**config.mk**
```make
export PLATFORM = sky130hd
export DESIGN_NAME = vbfe_apb_regs
export DESIGN_NICKNAME = d
export VERILOG_FILES = /design/src/rtl/core/vbfe_pkg.sv /design/src/rtl/core/vbfe_apb_regs.sv
export SDC_FILE = /design/constraint.sdc
export NUM_CORES = 1
export LEC_CHECK = 0
export BUFFER_PORTS_ARGS = -buffer_cell sky130_fd_sc_hd__buf_2
export CAP_MARGIN = 20
export CORE_UTILIZATION = 29
export CTS_CLUSTER_SIZE = 12
export DETAILED_ROUTE_END_ITERATION = 7
export GPL_ROUTABILITY_DRIVEN = 0
export PLACE_DENSITY = 0.64
export SYNTH_ARGS = -nofsm -noshare
export SYNTH_HDL_FRONTEND = slang
export SYNTH_SLANG_ARGS = --single-unit
```
**constraint.sdc**
```tcl
create_clock -name clk_i -period 1.5 [get_ports clk_i]
set_input_delay 0.3 -clock clk_i [delete_from_list [all_inputs] [get_ports clk_i]]
set_output_delay 0.3 -clock clk_i [all_outputs]
set_load 0.02 [all_outputs]
```
**src/rtl/core/vbfe_pkg.sv**
```systemverilog
// ----------------------------------------------------------------------------
// vbfe_pkg
// types, codes and helper functions of the voxel boundary face emitter
// ----------------------------------------------------------------------------
`timescale 1ns / 1ps

package vbfe_pkg;

  localparam int unsigned COORD_W    = 20;
  localparam int unsigned PIX_W      = 8;
  localparam int unsigned POS_W      = 8;
  localparam int unsigned POS_RANGE  = 256;
  localparam int unsigned DIM_W      = 9;
  localparam int unsigned VERTEX_W   = 3 * COORD_W;
  localparam int unsigned NUM_SLOTS  = 6;
  localparam int unsigned SLOT_W     = 3;
  localparam int unsigned PADDR_W    = 4;
  localparam int unsigned PDATA_W    = 32;

  localparam logic [PIX_W-1:0] SOLID_PIXEL = 8'hff;

  localparam logic [DIM_W-1:0]   RST_IMAGE_WIDTH  = 9'd256;
  localparam logic [DIM_W-1:0]   RST_IMAGE_HEIGHT = 9'd256;
  localparam logic [COORD_W-1:0] RST_FIRST_LAYER  = 20'd0;
  localparam logic [COORD_W-1:0] RST_LAST_LAYER   = 20'd1;

  // corner offsets from a face origin, bit order {dz, dy, dx}
  localparam logic [2:0] OFF_0  = 3'b000;
  localparam logic [2:0] OFF_X  = 3'b001;
  localparam logic [2:0] OFF_Y  = 3'b010;
  localparam logic [2:0] OFF_XY = 3'b011;
  localparam logic [2:0] OFF_Z  = 3'b100;
  localparam logic [2:0] OFF_XZ = 3'b101;
  localparam logic [2:0] OFF_YZ = 3'b110;

  typedef logic [COORD_W-1:0]  coord_t;
  typedef logic [VERTEX_W-1:0] vertex_t;

  typedef enum logic [2:0] {
    FACE_FRONT = 3'd0,
    FACE_BACK  = 3'd1,
    FACE_LEFT  = 3'd2,
    FACE_RIGHT = 3'd3,
    FACE_UP    = 3'd4,
    FACE_DOWN  = 3'd5
  } facing_e;

  // face slots in emission order
  typedef enum logic [SLOT_W-1:0] {
    SLOT_LOW_X  = 3'd0,
    SLOT_HIGH_X = 3'd1,
    SLOT_LOW_Y  = 3'd2,
    SLOT_HIGH_Y = 3'd3,
    SLOT_LOW_Z  = 3'd4,
    SLOT_TOP    = 3'd5
  } slot_e;

  typedef enum logic [1:0] {
    REG_IMAGE_WIDTH  = 2'd0,
    REG_IMAGE_HEIGHT = 2'd1,
    REG_FIRST_LAYER  = 2'd2,
    REG_LAST_LAYER   = 2'd3
  } reg_idx_e;

  typedef struct packed {
    logic [PIX_W-1:0] pixel;
    logic [POS_W-1:0] col;
    logic [POS_W-1:0] row;
    coord_t           layer;
  } in_item_t;

  typedef struct packed {
    logic [2:0] facing;
    vertex_t    vertex_a;
    vertex_t    vertex_b;
    vertex_t    vertex_c;
    logic       last_triangle;
  } out_item_t;

  typedef struct packed {
    logic [DIM_W-1:0] image_width;
    logic [DIM_W-1:0] image_height;
    coord_t           first_layer;
    coord_t           last_layer;
  } cfg_t;

  // stored occupancy of the three neighbors
  typedef struct packed {
    logic left;
    logic above;
    logic below;
  } nbr_t;

  typedef struct packed {
    logic                 pending_any;
    logic [NUM_SLOTS-1:0] slot_oh;
    logic                 last;
  } tri_ctl_t;

  typedef struct packed {
    logic [2:0] a;
    logic [2:0] b;
    logic [2:0] c;
  } corners_t;

  // corners of one of the two triangles of a unit face
  function automatic corners_t tri_corners(facing_e f, logic half);
    corners_t c;
    case (f)
      FACE_LEFT:  c = half ? {OFF_Z, OFF_YZ, OFF_Y} : {OFF_0, OFF_Z, OFF_Y};
      FACE_RIGHT: c = half ? {OFF_Z, OFF_Y, OFF_YZ} : {OFF_0, OFF_Y, OFF_Z};
      FACE_FRONT: c = half ? {OFF_Z, OFF_X, OFF_XZ} : {OFF_Z, OFF_0, OFF_X};
      FACE_BACK:  c = half ? {OFF_Z, OFF_XZ, OFF_X} : {OFF_0, OFF_Z, OFF_X};
      FACE_DOWN:  c = half ? {OFF_Y, OFF_XY, OFF_X} : {OFF_0, OFF_Y, OFF_X};
      FACE_UP:    c = half ? {OFF_Y, OFF_X, OFF_XY} : {OFF_Y, OFF_0, OFF_X};
      default:    c = {OFF_0, OFF_0, OFF_0};
    endcase
    return c;
  endfunction

  // packed vertex, each coordinate wraps at 20 bits
  function automatic vertex_t vertex_at(coord_t x, coord_t y, coord_t z, logic [2:0] off);
    coord_t vx;
    coord_t vy;
    coord_t vz;
    vx = x + {{(COORD_W-1){1'b0}}, off[0]};
    vy = y + {{(COORD_W-1){1'b0}}, off[1]};
    vz = z + {{(COORD_W-1){1'b0}}, off[2]};
    return {vz, vy, vx};
  endfunction

endpackage

```
**src/rtl/core/vbfe_apb_regs.sv**
```systemverilog
// ----------------------------------------------------------------------------
// vbfe_apb_regs
// configuration registers behind an apb-style write/read port
// ----------------------------------------------------------------------------
`timescale 1ns / 1ps

module vbfe_apb_regs (
  input  logic                          clk_i,
  input  logic                          rst_ni,
  input  logic                          psel,
  input  logic                          penable,
  input  logic                          pwrite,
  input  logic [vbfe_pkg::PADDR_W-1:0]  paddr,
  input  logic [vbfe_pkg::PDATA_W-1:0]  pwdata,
  output logic [vbfe_pkg::PDATA_W-1:0]  prdata,
  output logic                          pready,
  output vbfe_pkg::cfg_t                cfg_o
);

  vbfe_pkg::cfg_t     cfg_d, cfg_q;
  vbfe_pkg::reg_idx_e reg_idx;
  logic               wr_en;

  assign pready  = 1'b1;
  assign reg_idx = vbfe_pkg::reg_idx_e'(paddr[vbfe_pkg::PADDR_W-1:2]);
  assign wr_en   = psel & penable & pwrite & pready;

  always_comb begin
    cfg_d = cfg_q;
    if (wr_en) begin
      case (reg_idx)
        vbfe_pkg::REG_IMAGE_WIDTH:  cfg_d.image_width  = pwdata[vbfe_pkg::DIM_W-1:0];
        vbfe_pkg::REG_IMAGE_HEIGHT: cfg_d.image_height = pwdata[vbfe_pkg::DIM_W-1:0];
        vbfe_pkg::REG_FIRST_LAYER:  cfg_d.first_layer  = pwdata[vbfe_pkg::COORD_W-1:0];
        vbfe_pkg::REG_LAST_LAYER:   cfg_d.last_layer   = pwdata[vbfe_pkg::COORD_W-1:0];
        default: ;
      endcase
    end
  end

  always_comb begin
    case (reg_idx)
      vbfe_pkg::REG_IMAGE_WIDTH:  prdata = vbfe_pkg::PDATA_W'(cfg_q.image_width);
      vbfe_pkg::REG_IMAGE_HEIGHT: prdata = vbfe_pkg::PDATA_W'(cfg_q.image_height);
      vbfe_pkg::REG_FIRST_LAYER:  prdata = vbfe_pkg::PDATA_W'(cfg_q.first_layer);
      vbfe_pkg::REG_LAST_LAYER:   prdata = vbfe_pkg::PDATA_W'(cfg_q.last_layer);
      default:                    prdata = '0;
    endcase
  end

  always_ff @(posedge clk_i or negedge rst_ni) begin
    if (!rst_ni) begin
      cfg_q.image_width  <= vbfe_pkg::RST_IMAGE_WIDTH;
      cfg_q.image_height <= vbfe_pkg::RST_IMAGE_HEIGHT;
      cfg_q.first_layer  <= vbfe_pkg::RST_FIRST_LAYER;
      cfg_q.last_layer   <= vbfe_pkg::RST_LAST_LAYER;
    end else begin
      cfg_q <= cfg_d;
    end
  end

  assign cfg_o = cfg_q;

endmodule

```
# Word-level counts from Yosys, hierarchy flattened
# Index checks and enable logic that the tools add are counted.
[classes]
order_cmp = 0
addsub = 0
bitwise = 2
mul = 0
div_mod_pow = 0
n_eq_ne = 3
shifts = 0
reduce_logical = 5
mux = 1
[ops]
columns = ["op", "count"]
rows = [
  ["case mux 32 bit (4 select lines)", 1],
  ["AND reduction 2 bit", 4],
  ["equality test 2 bit, second input constant", 2],
  ["AND 1 bit", 2],
  ["equality test 2 x 1 -> 1 bit, second input constant", 1],
  ["zero test 2 bit", 1],
]
[totals]
ff_bits = 58
out_inout_bits = 91
latch_bits = 0
mem_bits_rw = 0
mem_count = 0
inputBits = 41
word_cells = 15
romBits = 0

# Longest topological paths before layout
[logic_depth]
word_depth = 3
ltp_mapped = 4
ltp_nobuf = 3

# Worst setup path before layout
# OpenSTA, ideal clock, no wires.
[synth_timing]
kind = "input port to output port"
start = "in paddr[2] (netlist name)"
end = "out prdata[0] (netlist name)"
t_arrival_ns = 1.139
n_path_buf = 2
path_slack_ns = 0.061
t_required_ns = 1.200
cell_stages = 3
path_cell_list = "buf_6 buf_6 mux4_2"
[synth_via]
elab_chain_cells = 2
elab_cells_between_ends = 5
classes_between = "3 x eq/ne; 1 x mux; 1 x reduce/logical"
[synth_rtl]
columns = ["item", "line", "rtl"]
rows = [
  ["start: declaration", "vbfe_apb_regs.sv:13", "input logic [vbfe_pkg::PADDR_W-1:0] paddr,"],
  ["equality test 2 bit (tied with other cells)", "vbfe_apb_regs.sv:42", "case (reg_idx)"],
  ["case mux 32 bit (4 select lines) *", "vbfe_apb_regs.sv:42", ""],
  ["end: declaration", "vbfe_apb_regs.sv:15", "output logic [vbfe_pkg::PDATA_W-1:0] prdata,"],
]
# Mark *: on every way between the ends. The rest lies on a longest branch, timed or not. The select of a mux whose other input is x is not followed.

# Worst setup path after layout
[layout_timing]
start = "reg cfg_q (netlist bit cfg_o[25])"
end = "out prdata[5] (netlist name)"
[layout_via]
elab_chain_cells = 1
[layout_rtl]
columns = ["item", "line", "rtl"]
rows = [
  ["start: declaration", "vbfe_apb_regs.sv:20", "vbfe_pkg::cfg_t cfg_d, cfg_q;"],
  ["start signal: assignment", "vbfe_apb_regs.sv:58", "cfg_q <= cfg_d;"],
  ["case mux 32 bit (4 select lines)", "vbfe_apb_regs.sv:42", ""],
]
# No other way between the ends. The select of a mux whose other input is x is not followed.

==> summary.md <==
| Metric | Value |
|---|---|
| Status | `finished with violations` |
| Failing checks | `negative setup slack` |
| Commonest non-fill, non-tap cell in the layout | `buf_2` |
| Static leakage | `2.08 nW` |
| IO Count | `132` |
| WL/cell | `~15 um` |
| Setup WS post-layout | `-160 ps` |
| Synthesized area per cell | `about 16 um^2` |
| Slowest-stage cell, CP | `mux4_2` |
| IO buf count | `around 100` |
| Reg2reg path depth | `3` |
| RSZ-0062 raised after global routing | `true` |
| Htree depth | `3` |
| Pwr/cell area | `1530 nW/um^2` |
| Starting Density | `0.303` |
| Nets | `369` |
| Sinks on Clock Net | `58` |
| Vias in the first global route | `2065` |
| Post-Syn Instances | `177` |
| Sw Share | `0.323` |
| Fmax | `602 MHz` |
| Number of max-cap violations | `0` |
| Slowest stage delay, CP | `480 ps` |
| Crit end category | `primary output` |
| WP data arrival | `between 1000 and 1500 ps` |
| Yosys warns | `0` |
| FF+latch count, synth | `58` |
| Fillers | `900` |
| GRT Residual Overflow | `0` |
| Netlist Area Pre-Place | `2840 um^2` |
| Area post-placement | `3570 um^2` |
| NetSw | `2.04 mW` |
| DR vias | `2025` |
| Crit path required time | `roughly 1200 ps` |
| Row count | `35` |
| Non-filler instance count after layout | `462` |
| Total CTS buffers | `9` |
| Worst-path fanout max | `3` |
| CP Class | `reg -> out` |
| Worst hold path class | `in -> reg` |
| Comb power frac | `0.366` |
| Share of cells above drive strength 1 | `0.718` |
| Critical-path cell list | `mux4_2 > buf_6` |
| Clk pwr share | `0.288` |
| Synth unique cells | `19` |
| Largest net degree at the start of global routing | `59` |
| Antenna diodes | `0` |
| Die width | `101 um` |
| Die outline area | `10200 um^2` |
| Max Root-Sink Buffers | `2` |
| Worst VDD drop | `616 uV` |
| Dpl ws | `-97.4 ps` |
| Max Transition Viols Final | `0` |
| Seq pwr share | `0.345` |
| Gr usage total | `0.142` |
| DR iter-0 viols | `34` |
| Max FFs per register | `58` |
| Root Driver | `clkbuf_8` |
| Via density | `4.38` |
| First-pass GRT wire length | `10700 um` |
| Final Hold Fails | `0` |
| Final min period | `1660 ps` |
| Yosys top cell area share | `0.485` |
| Post-DP HPWL | `4710 um` |
| Most frequent cells in the layout | `94 x buf_2, 55 x dfrtp_1, 39 x buf_4` |
| Placed insts | `approximately 420` |
| Fin area | `4120 um^2` |
| Routed WL | `between 6000 and 7000 um` |
| Worst skew pair latency | `330 ps` |
| Internal | `4.28 mW` |
| Drt drc | `0` |
| Worst-path clk slew | `70 ps` |
| Final ANT Viol Nets | `0` |
| Sequential fraction of the synthesis area | `0.513` |
| Startpoint Class | `register` |
| Number of detailed-route iterations in the first pass | `4` |
| Initial antenna violation count | `0` |
| Period utilization | `1.11` |
| Worst hold stages | `2` |
| CTS tree | `done` |
| Clock Skews | `0 ps` |
| Largest cells by area after synthesis | `dfrtp_1 49%, mux2_2 14%, mux2_4 11%` |
| Die span in y | `~100 um` |
| Final setup fails | `9` |
| Area delta synth->final | `45.2%` |
| Core area | `9370 um^2` |
| Synth area leader | `dfrtp_1` |
-- power groups by stage --
stage               Clock, mW  Sequential (mW)  Combinational, mW
detailed placement          0             2.25               1.93
global route             1.94             2.23               2.48
CTS                      1.88             2.18               2.30
global placement            0             2.23               1.91
finish                   1.82             2.18               2.32
floorplan                   0             2.66              0.824
-- cell type report --
cell class | instances | area (um^2) | share of cell area
multi-input cells | 107 | 1220 | 0.295
flip-flops and latches | 58 | 1460 | 0.353
clock inverters | 5 | 100 | 0.0243
well taps | 129 | 161 | 0.0392
clock buffers | 11 | 151 | 0.0367
repair buffers | 152 | 1040 | 0.252
-- worst max-delay path, delay by kind of cell, from the launching register on --
| kind | cells | cell delay (ps) |
|---|---|---|
| mux | 1 | 480 |
| flops | 1 | 400 |
| buf+inv | 1 | 150 |
-- layer usage --
metal / track usage / routed length, um / vias to the layer above
li1: - / - / 914
met1: 0.171 / 2980 / 1004
met2: 0.236 / 3190 / 95
met3: 0.0472 / 507 / 12
met4: 0.0535 / 99 / 0
met5: 0 / 0 / -
-- per-stage QoR --
stage	util	total power, mW	hold slack (ps)	setup TNS, ps
2_1_floorplan	-	3.49	4.41	0
3_3_place_gp	0.381	4.14	328	-1070
3_5_place_dp	0.381	4.18	332	-1260
4_1_cts	0.434	6.36	177	-1440
5_1_grt	0.440	6.65	187	-1670
6_report	0.440	6.33	198	-1230
-- final timing paths --
path,from,endpoint,slack (ps)
max,cfg_o[25],prdata[5],-160
min,pwdata[16],cfg_o[16],200
max reg2reg,cfg_o[8],cfg_o[8],490
min reg2reg,cfg_o[16],cfg_o[16],520
max in group asynchronous,rst_ni,cfg_o[0],680
min in group asynchronous,rst_ni,cfg_o[31],500
-- synthesized netlist by cell type --
cell type	count
and3_4	1
and3b_4	1
buf_12	2
buf_2	2
buf_4	13
buf_6	5
clkbuf_1	1
conb_1	2
dfrtp_1	55
dfstp_2	3
mux2_1	3
mux2_2	35
mux2_4	20
mux2i_1	11
mux4_2	9
nand3_2	1
nand3b_2	1
nor2b_1	11
nor3b_2	1
-- timing repair --
item,4_1_cts,5_1_grt
endpoints found under the hold margin,55,0
gates cloned,0,0
hold buffers,1,0
buffers inserted,24,6
resized for setup,19,2
setup endpoints to repair,12,13
-- kinds of logic (layout without fill, tap and decap cells) --
| family | after synthesis | in the layout | share of synthesized area |
|---|---|---|---|
| multiplexers | 78 | 78 | 0.367 |
| flip-flops | 58 | 58 | 0.513 |
| buffers and inverters | 23 | 168 | 0.0732 |
| AND/OR/NAND/NOR | 16 | 16 | 0.0445 |
| other | 2 | 13 | 0.00265 |
Note: power is estimated with default switching activity, not from simulation.
