**config.mk**
```make
export PLATFORM = sky130hd
export DESIGN_NAME = vbfe_tri_gen
export DESIGN_NICKNAME = d
export VERILOG_FILES = /design/src/rtl/core/vbfe_pkg.sv /design/src/rtl/core/vbfe_tri_gen.sv
export SDC_FILE = /design/constraint.sdc
export NUM_CORES = 1
export LEC_CHECK = 0
export BUFFER_PORTS_ARGS = -buffer_cell sky130_fd_sc_hd__buf_2
export CAP_MARGIN = 20
export CORE_AREA = 2 2 118 120
export DETAILED_ROUTE_END_ITERATION = 6
export DIE_AREA = 0 0 120 122
export PLACE_DENSITY = 0.7
export SLEW_MARGIN = 25
export SYNTH_ARGS = -nofsm -noshare
export SYNTH_HDL_FRONTEND = slang
export SYNTH_SLANG_ARGS = --single-unit
```
**constraint.sdc**
```tcl
create_clock -name vclk -period 13.14
set_input_delay 1.971 -clock vclk [all_inputs]
set_output_delay 1.971 -clock vclk [all_outputs]
set_load 0.01 [all_outputs]
```
**src/rtl/core/vbfe_pkg.sv**
```systemverilog
// ----------------------------------------------------------------------------
// vbfe_pkg
// types, codes and helper functions of the voxel boundary face emitter
// ----------------------------------------------------------------------------
`timescale 1ns / 1ps

package vbfe_pkg;

  localparam int unsigned COORD_W    = 20;
  localparam int unsigned PIX_W      = 8;
  localparam int unsigned POS_W      = 8;
  localparam int unsigned POS_RANGE  = 256;
  localparam int unsigned DIM_W      = 9;
  localparam int unsigned VERTEX_W   = 3 * COORD_W;
  localparam int unsigned NUM_SLOTS  = 6;
  localparam int unsigned SLOT_W     = 3;
  localparam int unsigned PADDR_W    = 4;
  localparam int unsigned PDATA_W    = 32;

  localparam logic [PIX_W-1:0] SOLID_PIXEL = 8'hff;

  localparam logic [DIM_W-1:0]   RST_IMAGE_WIDTH  = 9'd256;
  localparam logic [DIM_W-1:0]   RST_IMAGE_HEIGHT = 9'd256;
  localparam logic [COORD_W-1:0] RST_FIRST_LAYER  = 20'd0;
  localparam logic [COORD_W-1:0] RST_LAST_LAYER   = 20'd1;

  // corner offsets from a face origin, bit order {dz, dy, dx}
  localparam logic [2:0] OFF_0  = 3'b000;
  localparam logic [2:0] OFF_X  = 3'b001;
  localparam logic [2:0] OFF_Y  = 3'b010;
  localparam logic [2:0] OFF_XY = 3'b011;
  localparam logic [2:0] OFF_Z  = 3'b100;
  localparam logic [2:0] OFF_XZ = 3'b101;
  localparam logic [2:0] OFF_YZ = 3'b110;

  typedef logic [COORD_W-1:0]  coord_t;
  typedef logic [VERTEX_W-1:0] vertex_t;

  typedef enum logic [2:0] {
    FACE_FRONT = 3'd0,
    FACE_BACK  = 3'd1,
    FACE_LEFT  = 3'd2,
    FACE_RIGHT = 3'd3,
    FACE_UP    = 3'd4,
    FACE_DOWN  = 3'd5
  } facing_e;

  // face slots in emission order
  typedef enum logic [SLOT_W-1:0] {
    SLOT_LOW_X  = 3'd0,
    SLOT_HIGH_X = 3'd1,
    SLOT_LOW_Y  = 3'd2,
    SLOT_HIGH_Y = 3'd3,
    SLOT_LOW_Z  = 3'd4,
    SLOT_TOP    = 3'd5
  } slot_e;

  typedef enum logic [1:0] {
    REG_IMAGE_WIDTH  = 2'd0,
    REG_IMAGE_HEIGHT = 2'd1,
    REG_FIRST_LAYER  = 2'd2,
    REG_LAST_LAYER   = 2'd3
  } reg_idx_e;

  typedef struct packed {
    logic [PIX_W-1:0] pixel;
    logic [POS_W-1:0] col;
    logic [POS_W-1:0] row;
    coord_t           layer;
  } in_item_t;

  typedef struct packed {
    logic [2:0] facing;
    vertex_t    vertex_a;
    vertex_t    vertex_b;
    vertex_t    vertex_c;
    logic       last_triangle;
  } out_item_t;

  typedef struct packed {
    logic [DIM_W-1:0] image_width;
    logic [DIM_W-1:0] image_height;
    coord_t           first_layer;
    coord_t           last_layer;
  } cfg_t;

  // stored occupancy of the three neighbors
  typedef struct packed {
    logic left;
    logic above;
    logic below;
  } nbr_t;

  typedef struct packed {
    logic                 pending_any;
    logic [NUM_SLOTS-1:0] slot_oh;
    logic                 last;
  } tri_ctl_t;

  typedef struct packed {
    logic [2:0] a;
    logic [2:0] b;
    logic [2:0] c;
  } corners_t;

  // corners of one of the two triangles of a unit face
  function automatic corners_t tri_corners(facing_e f, logic half);
    corners_t c;
    case (f)
      FACE_LEFT:  c = half ? {OFF_Z, OFF_YZ, OFF_Y} : {OFF_0, OFF_Z, OFF_Y};
      FACE_RIGHT: c = half ? {OFF_Z, OFF_Y, OFF_YZ} : {OFF_0, OFF_Y, OFF_Z};
      FACE_FRONT: c = half ? {OFF_Z, OFF_X, OFF_XZ} : {OFF_Z, OFF_0, OFF_X};
      FACE_BACK:  c = half ? {OFF_Z, OFF_XZ, OFF_X} : {OFF_0, OFF_Z, OFF_X};
      FACE_DOWN:  c = half ? {OFF_Y, OFF_XY, OFF_X} : {OFF_0, OFF_Y, OFF_X};
      FACE_UP:    c = half ? {OFF_Y, OFF_X, OFF_XY} : {OFF_Y, OFF_0, OFF_X};
      default:    c = {OFF_0, OFF_0, OFF_0};
    endcase
    return c;
  endfunction

  // packed vertex, each coordinate wraps at 20 bits
  function automatic vertex_t vertex_at(coord_t x, coord_t y, coord_t z, logic [2:0] off);
    coord_t vx;
    coord_t vy;
    coord_t vz;
    vx = x + {{(COORD_W-1){1'b0}}, off[0]};
    vy = y + {{(COORD_W-1){1'b0}}, off[1]};
    vz = z + {{(COORD_W-1){1'b0}}, off[2]};
    return {vz, vy, vx};
  endfunction

endpackage

```
**src/rtl/core/vbfe_tri_gen.sv**
```systemverilog
// ----------------------------------------------------------------------------
// vbfe_tri_gen
// face detection for one voxel and selection of the next triangle to emit
// ----------------------------------------------------------------------------
`timescale 1ns / 1ps

module vbfe_tri_gen (
  input  vbfe_pkg::in_item_t                  item_i,
  input  vbfe_pkg::nbr_t                      nbr_i,
  input  vbfe_pkg::cfg_t                      cfg_i,
  input  logic [vbfe_pkg::NUM_SLOTS-1:0]      consumed_i,
  input  logic                                half_i,
  output vbfe_pkg::out_item_t                 tri_o,
  output vbfe_pkg::tri_ctl_t                  ctl_o
);

  logic                            occ;
  logic                            at_first;
  logic                            last_tri;
  logic [vbfe_pkg::NUM_SLOTS-1:0]  face_mask;
  logic [vbfe_pkg::NUM_SLOTS-1:0]  pending;
  logic [vbfe_pkg::NUM_SLOTS-1:0]  slot_oh;
  vbfe_pkg::slot_e                 slot_idx;
  vbfe_pkg::facing_e               f_x_low, f_y_low, f_z_low, sel_facing;
  vbfe_pkg::coord_t                x0, y0, z0, ox, oy, oz;
  vbfe_pkg::corners_t              corners;

  always_comb begin
    occ      = |item_i.pixel;
    at_first = item_i.layer == cfg_i.first_layer;
    x0       = {{(vbfe_pkg::COORD_W-vbfe_pkg::POS_W){1'b0}}, item_i.col};
    y0       = {{(vbfe_pkg::COORD_W-vbfe_pkg::POS_W){1'b0}}, item_i.row};
    z0       = item_i.layer;

    // low side faces: outer at the border, else change of occupancy
    face_mask[vbfe_pkg::SLOT_LOW_X] = (item_i.col == '0) ? occ : (occ ^ nbr_i.left);
    face_mask[vbfe_pkg::SLOT_LOW_Y] = (item_i.row == '0) ? occ : (occ ^ nbr_i.above);
    // only fully solid pixels close the bottom layer
    face_mask[vbfe_pkg::SLOT_LOW_Z] = at_first ? (item_i.pixel == vbfe_pkg::SOLID_PIXEL)
                                               : (occ ^ nbr_i.below);
    face_mask[vbfe_pkg::SLOT_HIGH_X] = occ &&
        (({1'b0, item_i.col} + 9'd1) == cfg_i.image_width);
    face_mask[vbfe_pkg::SLOT_HIGH_Y] = occ &&
        (({1'b0, item_i.row} + 9'd1) == cfg_i.image_height);
    face_mask[vbfe_pkg::SLOT_TOP] = occ && (item_i.layer == cfg_i.last_layer);

    f_x_low = (item_i.col == '0 || !nbr_i.left) ? vbfe_pkg::FACE_LEFT : vbfe_pkg::FACE_RIGHT;
    f_y_low = (item_i.row == '0 || !nbr_i.above) ? vbfe_pkg::FACE_FRONT : vbfe_pkg::FACE_BACK;
    f_z_low = (at_first || !nbr_i.below) ? vbfe_pkg::FACE_DOWN : vbfe_pkg::FACE_UP;

    pending  = face_mask & ~consumed_i;

    // lowest pending slot goes first
    slot_idx = vbfe_pkg::SLOT_LOW_X;
    for (int i = vbfe_pkg::NUM_SLOTS - 1; i >= 0; i--) begin
      if (pending[i]) begin
        slot_idx = vbfe_pkg::slot_e'(i);
      end
    end
    slot_oh = '0;
    if (|pending) begin
      slot_oh[slot_idx] = 1'b1;
    end

    ox         = x0;
    oy         = y0;
    oz         = z0;
    sel_facing = f_x_low;
    case (slot_idx)
      vbfe_pkg::SLOT_LOW_X:  sel_facing = f_x_low;
      vbfe_pkg::SLOT_HIGH_X: begin
        sel_facing = vbfe_pkg::FACE_RIGHT;
        ox         = x0 + 20'd1;
      end
      vbfe_pkg::SLOT_LOW_Y:  sel_facing = f_y_low;
      vbfe_pkg::SLOT_HIGH_Y: begin
        sel_facing = vbfe_pkg::FACE_BACK;
        oy         = y0 + 20'd1;
      end
      vbfe_pkg::SLOT_LOW_Z:  sel_facing = f_z_low;
      vbfe_pkg::SLOT_TOP: begin
        sel_facing = vbfe_pkg::FACE_UP;
        oz         = z0 + 20'd1;
      end
      default: ;
    endcase

    corners  = vbfe_pkg::tri_corners(sel_facing, half_i);
    last_tri = half_i && ((pending & ~slot_oh) == '0);
  end

  always_comb begin
    tri_o.facing        = sel_facing;
    tri_o.vertex_a      = vbfe_pkg::vertex_at(ox, oy, oz, corners.a);
    tri_o.vertex_b      = vbfe_pkg::vertex_at(ox, oy, oz, corners.b);
    tri_o.vertex_c      = vbfe_pkg::vertex_at(ox, oy, oz, corners.c);
    tri_o.last_triangle = last_tri;
    ctl_o.pending_any   = |pending;
    ctl_o.slot_oh       = slot_oh;
    ctl_o.last          = last_tri;
  end

endmodule

```
; ---- Word-level counts from Yosys, hierarchy flattened
; Cells that the tools add are included.
; W data, S select, Z words.
[word_totals]
input_bits = 112
regBits = 0
out_inout_bits = 192
word_cells = 81
[classes]
bitwise_logic = 7
n_lt_le_gt_ge = 2
addsub = 14
eq_ne = 15
n_mux = 26
n_reduce_logical = 17
[ops]
columns = operator, count
row1 = $add A20 B1 Y20, 9
row2 = $pmux W9 S6, 1
row3 = $mux W9, 5
row4 = $eq A20 B20 Y1, 2
row5 = $add A8 B1 Y9 const B, 4
row6 = $add A20 B1 Y20 const B, 1
row7 = $mux W20, 1
row8 = $eq A9 B9 Y1, 2
row9 = $mux W3, 6
row10 = $logic_not A8 Y1, 2
row11 = $pmux W3 S5, 1
row12 = $and A6 B6 Y6, 2
row13 = $eq A3 B2 Y1 const B, 4
row14 = $eq A3 B3 Y1 const B, 4
row15 = $not A6 Y6, 2
row16 = $eq A8 B8 Y1 const B, 1
row17 = $mux W4, 2
row18 = $mux W8, 1
row19 = $reduce_or A8 Y1, 1
row20 = $mux W1, 7
row21 = $eq A3 B1 Y1 const B, 2
row22 = $logic_not A6 Y1, 1
row23 = $mux W6, 1
row24 = $reduce_or A6 Y1, 1
row25 = 8 further kinds, 18

; ---- Depth between registers and ports, before layout
; Gate-level depths: netlist of the first run.
[logic_depth]
word_depth = 19
depth_mapped = 18
ltp_nobuf = 17

; ---- Worst setup path after synthesis of the first run
; Ideal clock, no wire load.
[synth_path]
path_kind = input -> output
start = input item_i[20] in the netlist's numbering
end = output tri_o[117] in the netlist's numbering
path_stages = 16
arrival_time_ps = 6019
slack_ps = 5150
required_time_ps = 11169
n_path_buf = 1
cell_sequence = inv_1 -> ha_1 -> or4b_4 -> o41ai_4 -> xor2_1 -> nor2_2 -> a21o_1 -> o31ai_1 -> or4_1 -> clkbuf_1 -> a21boi_0 -> ha_1 -> ha_1 -> nor4b_2 -> nor4b_1 -> xnor2_1
[synth_rtl]
columns = element, line
row1 = from (decl), vbfe_tri_gen.sv:8  ; input vbfe_pkg::in_item_t item_i,
row2 = to (decl), vbfe_tri_gen.sv:13  ; output vbfe_pkg::out_item_t tri_o,

==> impl_metrics.csv, run 1 <==
group,metric,value,unit
run_status,outcome,"completed",
clock_network,cts_setup_buffers,0,
synthesis,synth_area_leaders,"xor2_1 (17%), xnor2_1 (13%), buf_4 (10%)",
power_and_ir_drop,p_clk_frac,0,
route,dr.first_iter.drc_count,432,
synthesis,synth_common_cells,"xor2_1 (103), xnor2_1 (80), nand2_1 (77)",
clock_network,hold_buffers,0,
setup_path,cp_slowest_cell,"nor4b_2",
synthesis,synth_top_area_share,0.173,
power_and_ir_drop,p_leak,2.75,nW
synthesis,synth-simple-area-share,0.337,
global_routing,grt_max_degree,26,
sta,setup_tns,0,ps
layout,fin_nets,1068,
synthesis,synthAdderAreaFrac,0.0505,
synthesis,synth_xor_area_frac,0.308,
sta,setup_viol,0,
layout,antenna_cells,0,
synthesis,synth_mux_area_frac,0.0101,
floorplan,row_count,43,
power_and_ir_drop,p_per_area,29.8,nW/µm²
global_routing,grtUsageTotal,0.213,
setup_path,critPathRequiredTime,11170,ps
route,first_pass_iters,5,
place,place_inst,1113,
floorplan,die_area,14600,µm²
power_and_ir_drop,comb_power_share,1.000,
layout,regArea,0,µm²
floorplan,start_util,0.385,
synthesis,synth-compound-area-share,0.137,
floorplan,die_y,122,µm
global_routing,grt_pass1_wl,25700,µm
global_routing,antenna_found_initial,0,
route,drt_wl_total,17100,µm
power_and_ir_drop,p_int,0.0707,mW
layout,seq_cells,0,
power_and_ir_drop,p_sw_frac,0.614,
power_and_ir_drop,pwr-share-seq,0,
setup_path,crit_type,"in -> out",
global_routing,grt_overflow,0,
place,hpwlAfterDp,14400,µm
sta,rsz0062_at_grt,"no",
floorplan,core_area,13500,µm²
route,antenna_left,0,
floorplan,die_w,120,µm
place,portBuffers,238,
power_and_ir_drop,ir_drop,0.0123,mV
setup_path,crit_top_cell,"ha_1",
route,drt-wirelength-per-cell,15.3,µm
route,drc,0,
clock_network,post_cts_resize_count,0,
sta,whs,4360,ps
setup_path,start_kind,"primary input",
global_routing,grt_pass1_vias,5106,
layout,area_growth,18.2,%
layout,nClkBuffers,0,
setup_path,end_kind,"output port",
route,vias,5910,
sta,fin_crit_sh,0.701,
synthesis,yosysWarnings,0,
route,via_per_inst,5.31,
synthesis,synth_top_family_by_area,"simple AND/OR/NAND/NOR gates",
synthesis,syn_area,5200,µm²
layout,fin_cells,1113,
sta,max_freq,109,MHz
job,cap_violations,0,
setup_path,path_cells,"buf_2 > ha_1 > nand2_1 > o311ai_0 > nor4b_4 > a21o_1 > nor2_1 > o211a_1 > or4_1 > o31ai_1 > ha_1 > ha_1 > nor4b_2 > nor4b_1 > xnor2_1 > buf_2",
synthesis,synthCells,737,
layout,drive_above_1_share,0.290,
setup_path,path_max_fanout,11,
synthesis,synth_top_area_cell,"xor2_1",
synthesis,synth.avg_cell_area,7.06,µm²
min_path,worstHoldPathType,"in -> out",
sta,hold_viol,0,
place,routabilityCongestion,0.938,
setup_path,crit_arrival,7240,ps
synthesis,seq_area_frac_synth,0,
synthesis,ys_types,77,
power_and_ir_drop,p_switching,0.112,mW
sta,report.final.slew_viol_count,0,
sta,finalCriticalPeriod,9220,ps
sta,tightest_slew,979,ps
setup_path,slowest_delay,660,ps
sta,relSlewSlack,0.343,
synthesis,synth.most_common_cell,"xor2_1",
floorplan,design.portCount,304,
[metrics by stage]
step / utilization / setup WS [ps] / power, mW / area [µm²]
6_report: 0.455 / 3920 / 0.183 / 6140
5_1_grt: 0.455 / 3300 / 0.200 / 6140
4_1_cts: 0.455 / 3990 / 0.183 / 6140
3_5_place_dp: 0.455 / 3990 / 0.182 / 6140
3_3_place_gp: 0.455 / 4190 / 0.181 / 6140
2_1_floorplan: - / 5150 / 0.131 / 5440
[worst max-delay path, delay by kind of cell]
family          cells  cell delay [ps]
xor+xnor            1              160
buf+inv             2              290
fa+ha+maj           3              860
compound gates      4             1440
simple gates        6             2500
[power by group through the flow]
stage | sequential [mW] | combinational (mW) | clock (mW)
after global placement | 0 | 0.181 | 0
after CTS | 0 | 0.183 | 0
after global routing | 0 | 0.200 | 0
after detailed placement | 0 | 0.182 | 0
final | 0 | 0.183 | 0
after floorplan | 0 | 0.131 | 0
[layout by cell type, fill, tap and decap left out, drive strengths merged, types with 10 or more instances in the layout]
cell,n
buf,239
xor2,103
xnor2,80
nand2,78
conb,66
nand3,41
nor2,38
inv,24
nor4,21
ha,21
nand4,21
nor3,20
nor4b,15
a31oi,11
nor2b,10
o21ai,10
[metal layers]
metal  GRT usage  vias up  share of wire
met4      0.0441        0          0.021
met1       0.273     2743           0.42
li1            -     2860              -
met5           0        -              0
met3      0.0183       26          0.068
met2       0.386      281           0.49
[area by class of cell]
class	instances	area (µm²)
Multi-Input combinational cell	670	4630
Fill cell	1450	7360
Inverter	24	90.1
Tap cell	180	225
Timing Repair Buffer	239	1200
[final timing paths]
| path | endpoint | start | slack (ps) | cells after the start |
|---|---|---|---|---|
| max | tri_o[57] | item_i[28] | 3920 | 16 |
| min | ctl_o[0] | half_i | 4360 | 3 |
[cell families (layout without fill, tap and decap cells)]
| group | after synthesis | count (layout) |
|---|---|---|
| multiplexers | 5 | 5 |
| buffers and inverters | 132 | 263 |
| AO/OA/AOI/OAI | 87 | 87 |
| adder cells (fa/ha/maj) | 21 | 21 |
| AND/OR/NAND/NOR | 308 | 308 |
| XOR/XNOR | 183 | 183 |
| other | 1 | 66 |
Power figures use the tool's default switching activity.
==> run 2: changes to the inputs <==
- ABC_AREA: unset -> 1
- CORE_AREA: 2 2 118 120 -> unset
- CORE_UTILIZATION: unset -> 40
- DIE_AREA: 0 0 120 122 -> unset
- PLACE_DENSITY: 0.7 -> 0.72
- clock period: 13.14 -> 7.5 ns (I/O delays scaled with it)
==> impl_metrics.csv, run 2 <==
group,metric,value,unit
run_status,outcome,"completed",
floorplan,start_util,0.415,
synthesis,syn_area,5830,µm²
route,vias,7461,
setup_path,path_cells,"buf_2 > nor2_1 > nand4_2 > inv_1 > nand2_1 > nand2_1 > nand4_2 > nor2_8 > nand2_1 > inv_1 > nand2_1 > nand2_1 > nand2_1 > o22ai_1 > ha_1 > ha_1 > inv_1 > nor2_1 > inv_1 > nor2_2 > nand2_1 > nand2_1 > nand2_1 > buf_2",
job,cap_violations,0,
power_and_ir_drop,p_per_area,51.8,nW/µm²
setup_path,path_max_fanout,18,
floorplan,die_area,15100,µm²
synthesis,yosysWarnings,0,
route,drt-wirelength-per-cell,13.5,µm
setup_path,critPathRequiredTime,6380,ps
layout,nClkBuffers,0,
global_routing,grtUsageTotal,0.258,
sta,hold_viol,0,
synthesis,synth_top_area_share,0.227,
place,hpwlAfterDp,18200,µm
route,via_per_inst,4.94,
setup_path,cp_slowest_cell,"nand2_1",
synthesis,synthCells,1106,
setup_path,crit_type,"in -> out",
global_routing,antenna_found_initial,1,
route,drt_wl_total,20400,µm
layout,final_common_cell,"nand2_1",
global_routing,grt_pass1_wl,31000,µm
floorplan,core_area,14000,µm²
route,drc,0,
sta,setup_viol,0,
power_and_ir_drop,p_leak,4.04,nW
layout,drive_above_1_share,0.252,
synthesis,synth.most_common_cell,"nand2_1",
layout,final_cell_mix,"nand2_1 (353), buf_2 (238), inv_1 (152)",
setup_path,crit_top_cell,"nand2_1",
global_routing,grt_pass1_vias,6276,
synthesis,synth_area_leaders,"nand2_1 (23%), xor2_1 (11%), inv_1 (9.8%)",
route,antenna_left,0,
power_and_ir_drop,ir_drop,0.0245,mV
synthesis,ys_types,46,
layout,regArea,0,µm²
floorplan,die_w,123,µm
global_routing,grt_overflow,0,
synthesis,synth_common_cells,"nand2_1 (353), inv_1 (152), nor2_1 (116)",
place,portBuffers,238,
layout,utilization,0.493,
layout,seq_cells,0,
sta,relSlewSlack,0.387,
floorplan,design.portCount,304,
sta,report.final.slew_viol_count,0,
place,routabilityCongestion,0.985,
layout,area_growth,18.7,%
route,first_pass_iters,5,
synthesis,seq_area_frac_synth,0,
clock_network,post_cts_resize_count,0,
sta,fin_crit_sh,0.817,
synthesis,synth_top_area_cell,"nand2_1",
sta,max_freq,163,MHz
floorplan,row_count,43,
floorplan,die_y,123,µm
route,dr.first_iter.drc_count,549,
setup_path,crit_arrival,5010,ps
layout,antenna_cells,0,
sta,setup_tns,0,ps
sta,rsz0062_at_grt,"no",
min_path,worstHoldPathType,"in -> out",
clock_network,hold_buffers,0,
sta,tightest_slew,912,ps
synthesis,synth.avg_cell_area,5.27,µm²
layout,fin_nets,1466,
clock_network,cts_setup_buffers,0,
setup_path,end_kind,"output port",
setup_path,start_kind,"primary input",
setup_path,slowest_delay,400,ps
global_routing,grt_max_degree,19,
sta,finalCriticalPeriod,6130,ps
layout,fillers,1551,
[run 2: through the flow]
| step | instances | hold WS, ps | instance area, µm² | setup WS (ps) | total power, mW |
|---|---|---|---|---|---|
| 2_1_floorplan | 1171 | 2360 | 6070 | 2000 | 0.249 |
| 4_1_cts | 1511 | 2700 | 6920 | 1380 | 0.357 |
| 3_5_place_dp | 1511 | 2700 | 6920 | 1390 | 0.355 |
| 6_report | 1511 | 2700 | 6920 | 1370 | 0.359 |
| 3_3_place_gp | 1511 | 2690 | 6920 | 1460 | 0.353 |
| 5_1_grt | 1511 | 2730 | 6920 | 932 | 0.398 |
[run 2: cell type report]
type / instances / area [µm²] / area share
multi-input combinational: 926 / 4870 / 0.703
timing repair buffer: 238 / 1190 / 0.172
inverter: 167 / 637 / 0.0920
tap: 180 / 225 / 0.0325
[run 2: worst max-delay path, delay by kind of cell]
kind	cells	cell delay, ps
buffers and inverters	6	770
AOI/OAI and AO/OA	1	140
adders and majority gates	2	530
and+or+nand+nor	15	2440
[run 2: path summary, 6_finish.rpt]
check / startpoint / endpoint / slack (ps) / depth (start not counted)
worst min-delay path: item_i[28] / tri_o[121] / 2700 / 3
worst max-delay path: item_i[40] / tri_o[57] / 1370 / 24
[run 2: cell families (layout without fill, tap and decap cells)]
logic type	Yosys count	in the layout	synth area share
simple gates	710	710	0.571
buf+inv	245	405	0.207
xor+xnor	88	88	0.132
compound gates	41	41	0.0444
fa+ha+maj	21	21	0.0451
other cells	1	66	0.000643
[run 2: report_power, final]
part           switching, mW  internal (mW)
sequential                 0              0
clock                      0              0
combinational          0.236          0.123
[run 2: per-layer routing]
metal / GRT usage / wire [µm]
met4: 0.0450 / 366
met2: 0.454 / 9560
met1: 0.346 / 8840
met3: 0.0181 / 1680
met5: 0 / 9
==> run 3: changes to the inputs <==
- PLACE_DENSITY: 0.72 -> 0.69
- clock period: 7.5 -> 6.1 ns (I/O delays scaled with it)
==> impl_metrics.csv, run 3 (synthesis results as in run 2) <==
group,metric,value,unit
route,drc,2,
min_path,min-delay-start,"item_i[28]",
setup_path,start_kind,"primary input",
route,first_pass_iters,7,
floorplan,core_area,14000,µm²
setup_path,cp_slowest_cell,"ha_1",
place,routabilityCongestion,1.02,
setup_path,startpoint,"item_i[17]",
global_routing,grt_max_degree,19,
sta,fin_crit_sh,0.912,
layout,antenna_cells,0,
route,drt-wirelength-per-cell,13.0,µm
layout,final_area,6930,µm²
global_routing,grt_overflow,0,
place,place_area,6930,µm²
sta,rsz0062_at_grt,"no",
setup_path,cp.buffers_inverters,5,
place,hpwlAfterDp,17600,µm
clock_network,post_cts_resize_count,0,
layout,final_common_cell,"nand2_1",
min_path,whs_path_depth,3,
route,dr.first_iter.drc_count,462,
clock_network,cts_setup_buffers,0,
layout,area_growth,18.8,%
floorplan,design.portCount,304,
route,via_per_inst,4.87,
layout,regArea,0,µm²
place,portBuffers,238,
sta,whs,2270,ps
global_routing,grt_pass1_vias,6124,
power_and_ir_drop,pwr-share-seq,0,
sta,setup_viol,0,
layout,seq_cells,0,
setup_path,crit_type,"in -> out",
sta,hold_viol,0,
power_and_ir_drop,p_int,0.152,mW
setup_path,crit_top_cell,"nand2_1",
sta,max_freq,180,MHz
power_and_ir_drop,ir_drop,0.0283,mV
layout,final_cell_mix,"nand2_1 (353), buf_2 (238), inv_1 (152)",
route,antenna_left,0,
job,cap_violations,0,
min_path,worstHoldPathType,"in -> out",
global_routing,antenna_found_initial,1,
route,vias,7365,
sta,relSlewSlack,0.432,
setup_path,slowest_delay,250,ps
sta,tightest_slew,844,ps
layout,drive_above_1_share,0.254,
sta,setup_tns,0,ps
power_and_ir_drop,p_per_area,63.3,nW/µm²
floorplan,die_w,123,µm
floorplan,die_y,123,µm
setup_path,cp_top_family,"simple AND/OR/NAND/NOR gates",
floorplan,row_count,43,
power_and_ir_drop,p_switching,0.287,mW
layout,nClkBuffers,0,
global_routing,grtUsageTotal,0.251,
clock_network,hold_buffers,0,
setup_path,path_max_fanout,6,
power_and_ir_drop,p_clk_frac,0,
setup_path,critPathRequiredTime,5180,ps
floorplan,start_util,0.415,
setup_path,worstSetupPathDepth,30,
power_and_ir_drop,comb_power_share,1.000,
setup_path,crit_arrival,4650,ps
run_status,outcome,"finished with violations",
route,drt_wl_total,19700,µm
layout,fin_nets,1467,
run_status,violations,"design-rule violations",
floorplan,die_area,15100,µm²
power_and_ir_drop,p_sw_frac,0.653,
global_routing,grt_pass1_wl,30300,µm
layout,utilization,0.493,
sta,report.final.slew_viol_count,0,
setup_path,end_kind,"output port",
power_and_ir_drop,p_leak,4.04,nW
sta,finalCriticalPeriod,5560,ps
## run 3: worst min-delay path, cell delays in order
cell and delay (ps):
buf_2 150, xor2_1 140, buf_2 150
## run 3: area by class of cell
cell class | count | area [µm²]
fillers | 1545 | 7110
inverters | 167 | 637
multi-input cells | 926 | 4870
well taps | 180 | 225
repair buffers | 239 | 1200
## run 3: worst paths after layout
| kind | to |
|---|---|
| worst max-delay path | tri_o[119] |
| worst min-delay path | tri_o[121] |
## run 3: metal layers
| layer | share of wire | global-route usage | up-vias |
|---|---|---|---|
| li1 | - | - | 3782 |
| met2 | 0.46 | 0.439 | 352 |
| met3 | 0.086 | 0.0265 | 17 |
| met1 | 0.44 | 0.339 | 3212 |
| met5 | 0.00061 | 0 | - |
| met4 | 0.011 | 0.0290 | 2 |
## run 3: power by group through the flow
| stage | Sequential (mW) | Combinational (mW) | Clock (mW) |
|---|---|---|---|
| after CTS | 0 | 0.437 | 0 |
| after global routing | 0 | 0.491 | 0 |
| final | 0 | 0.439 | 0 |
| after floorplan | 0 | 0.306 | 0 |
| after detailed placement | 0 | 0.436 | 0 |
| after global placement | 0 | 0.435 | 0 |
## run 3: stage by stage
step	power, mW	setup slack, ps	cells
4_1_cts	0.437	478	1512
5_1_grt	0.491	1.88	1512
3_3_place_gp	0.435	553	1512
3_5_place_dp	0.436	477	1512
2_1_floorplan	0.306	1020	1171
6_report	0.439	535	1512
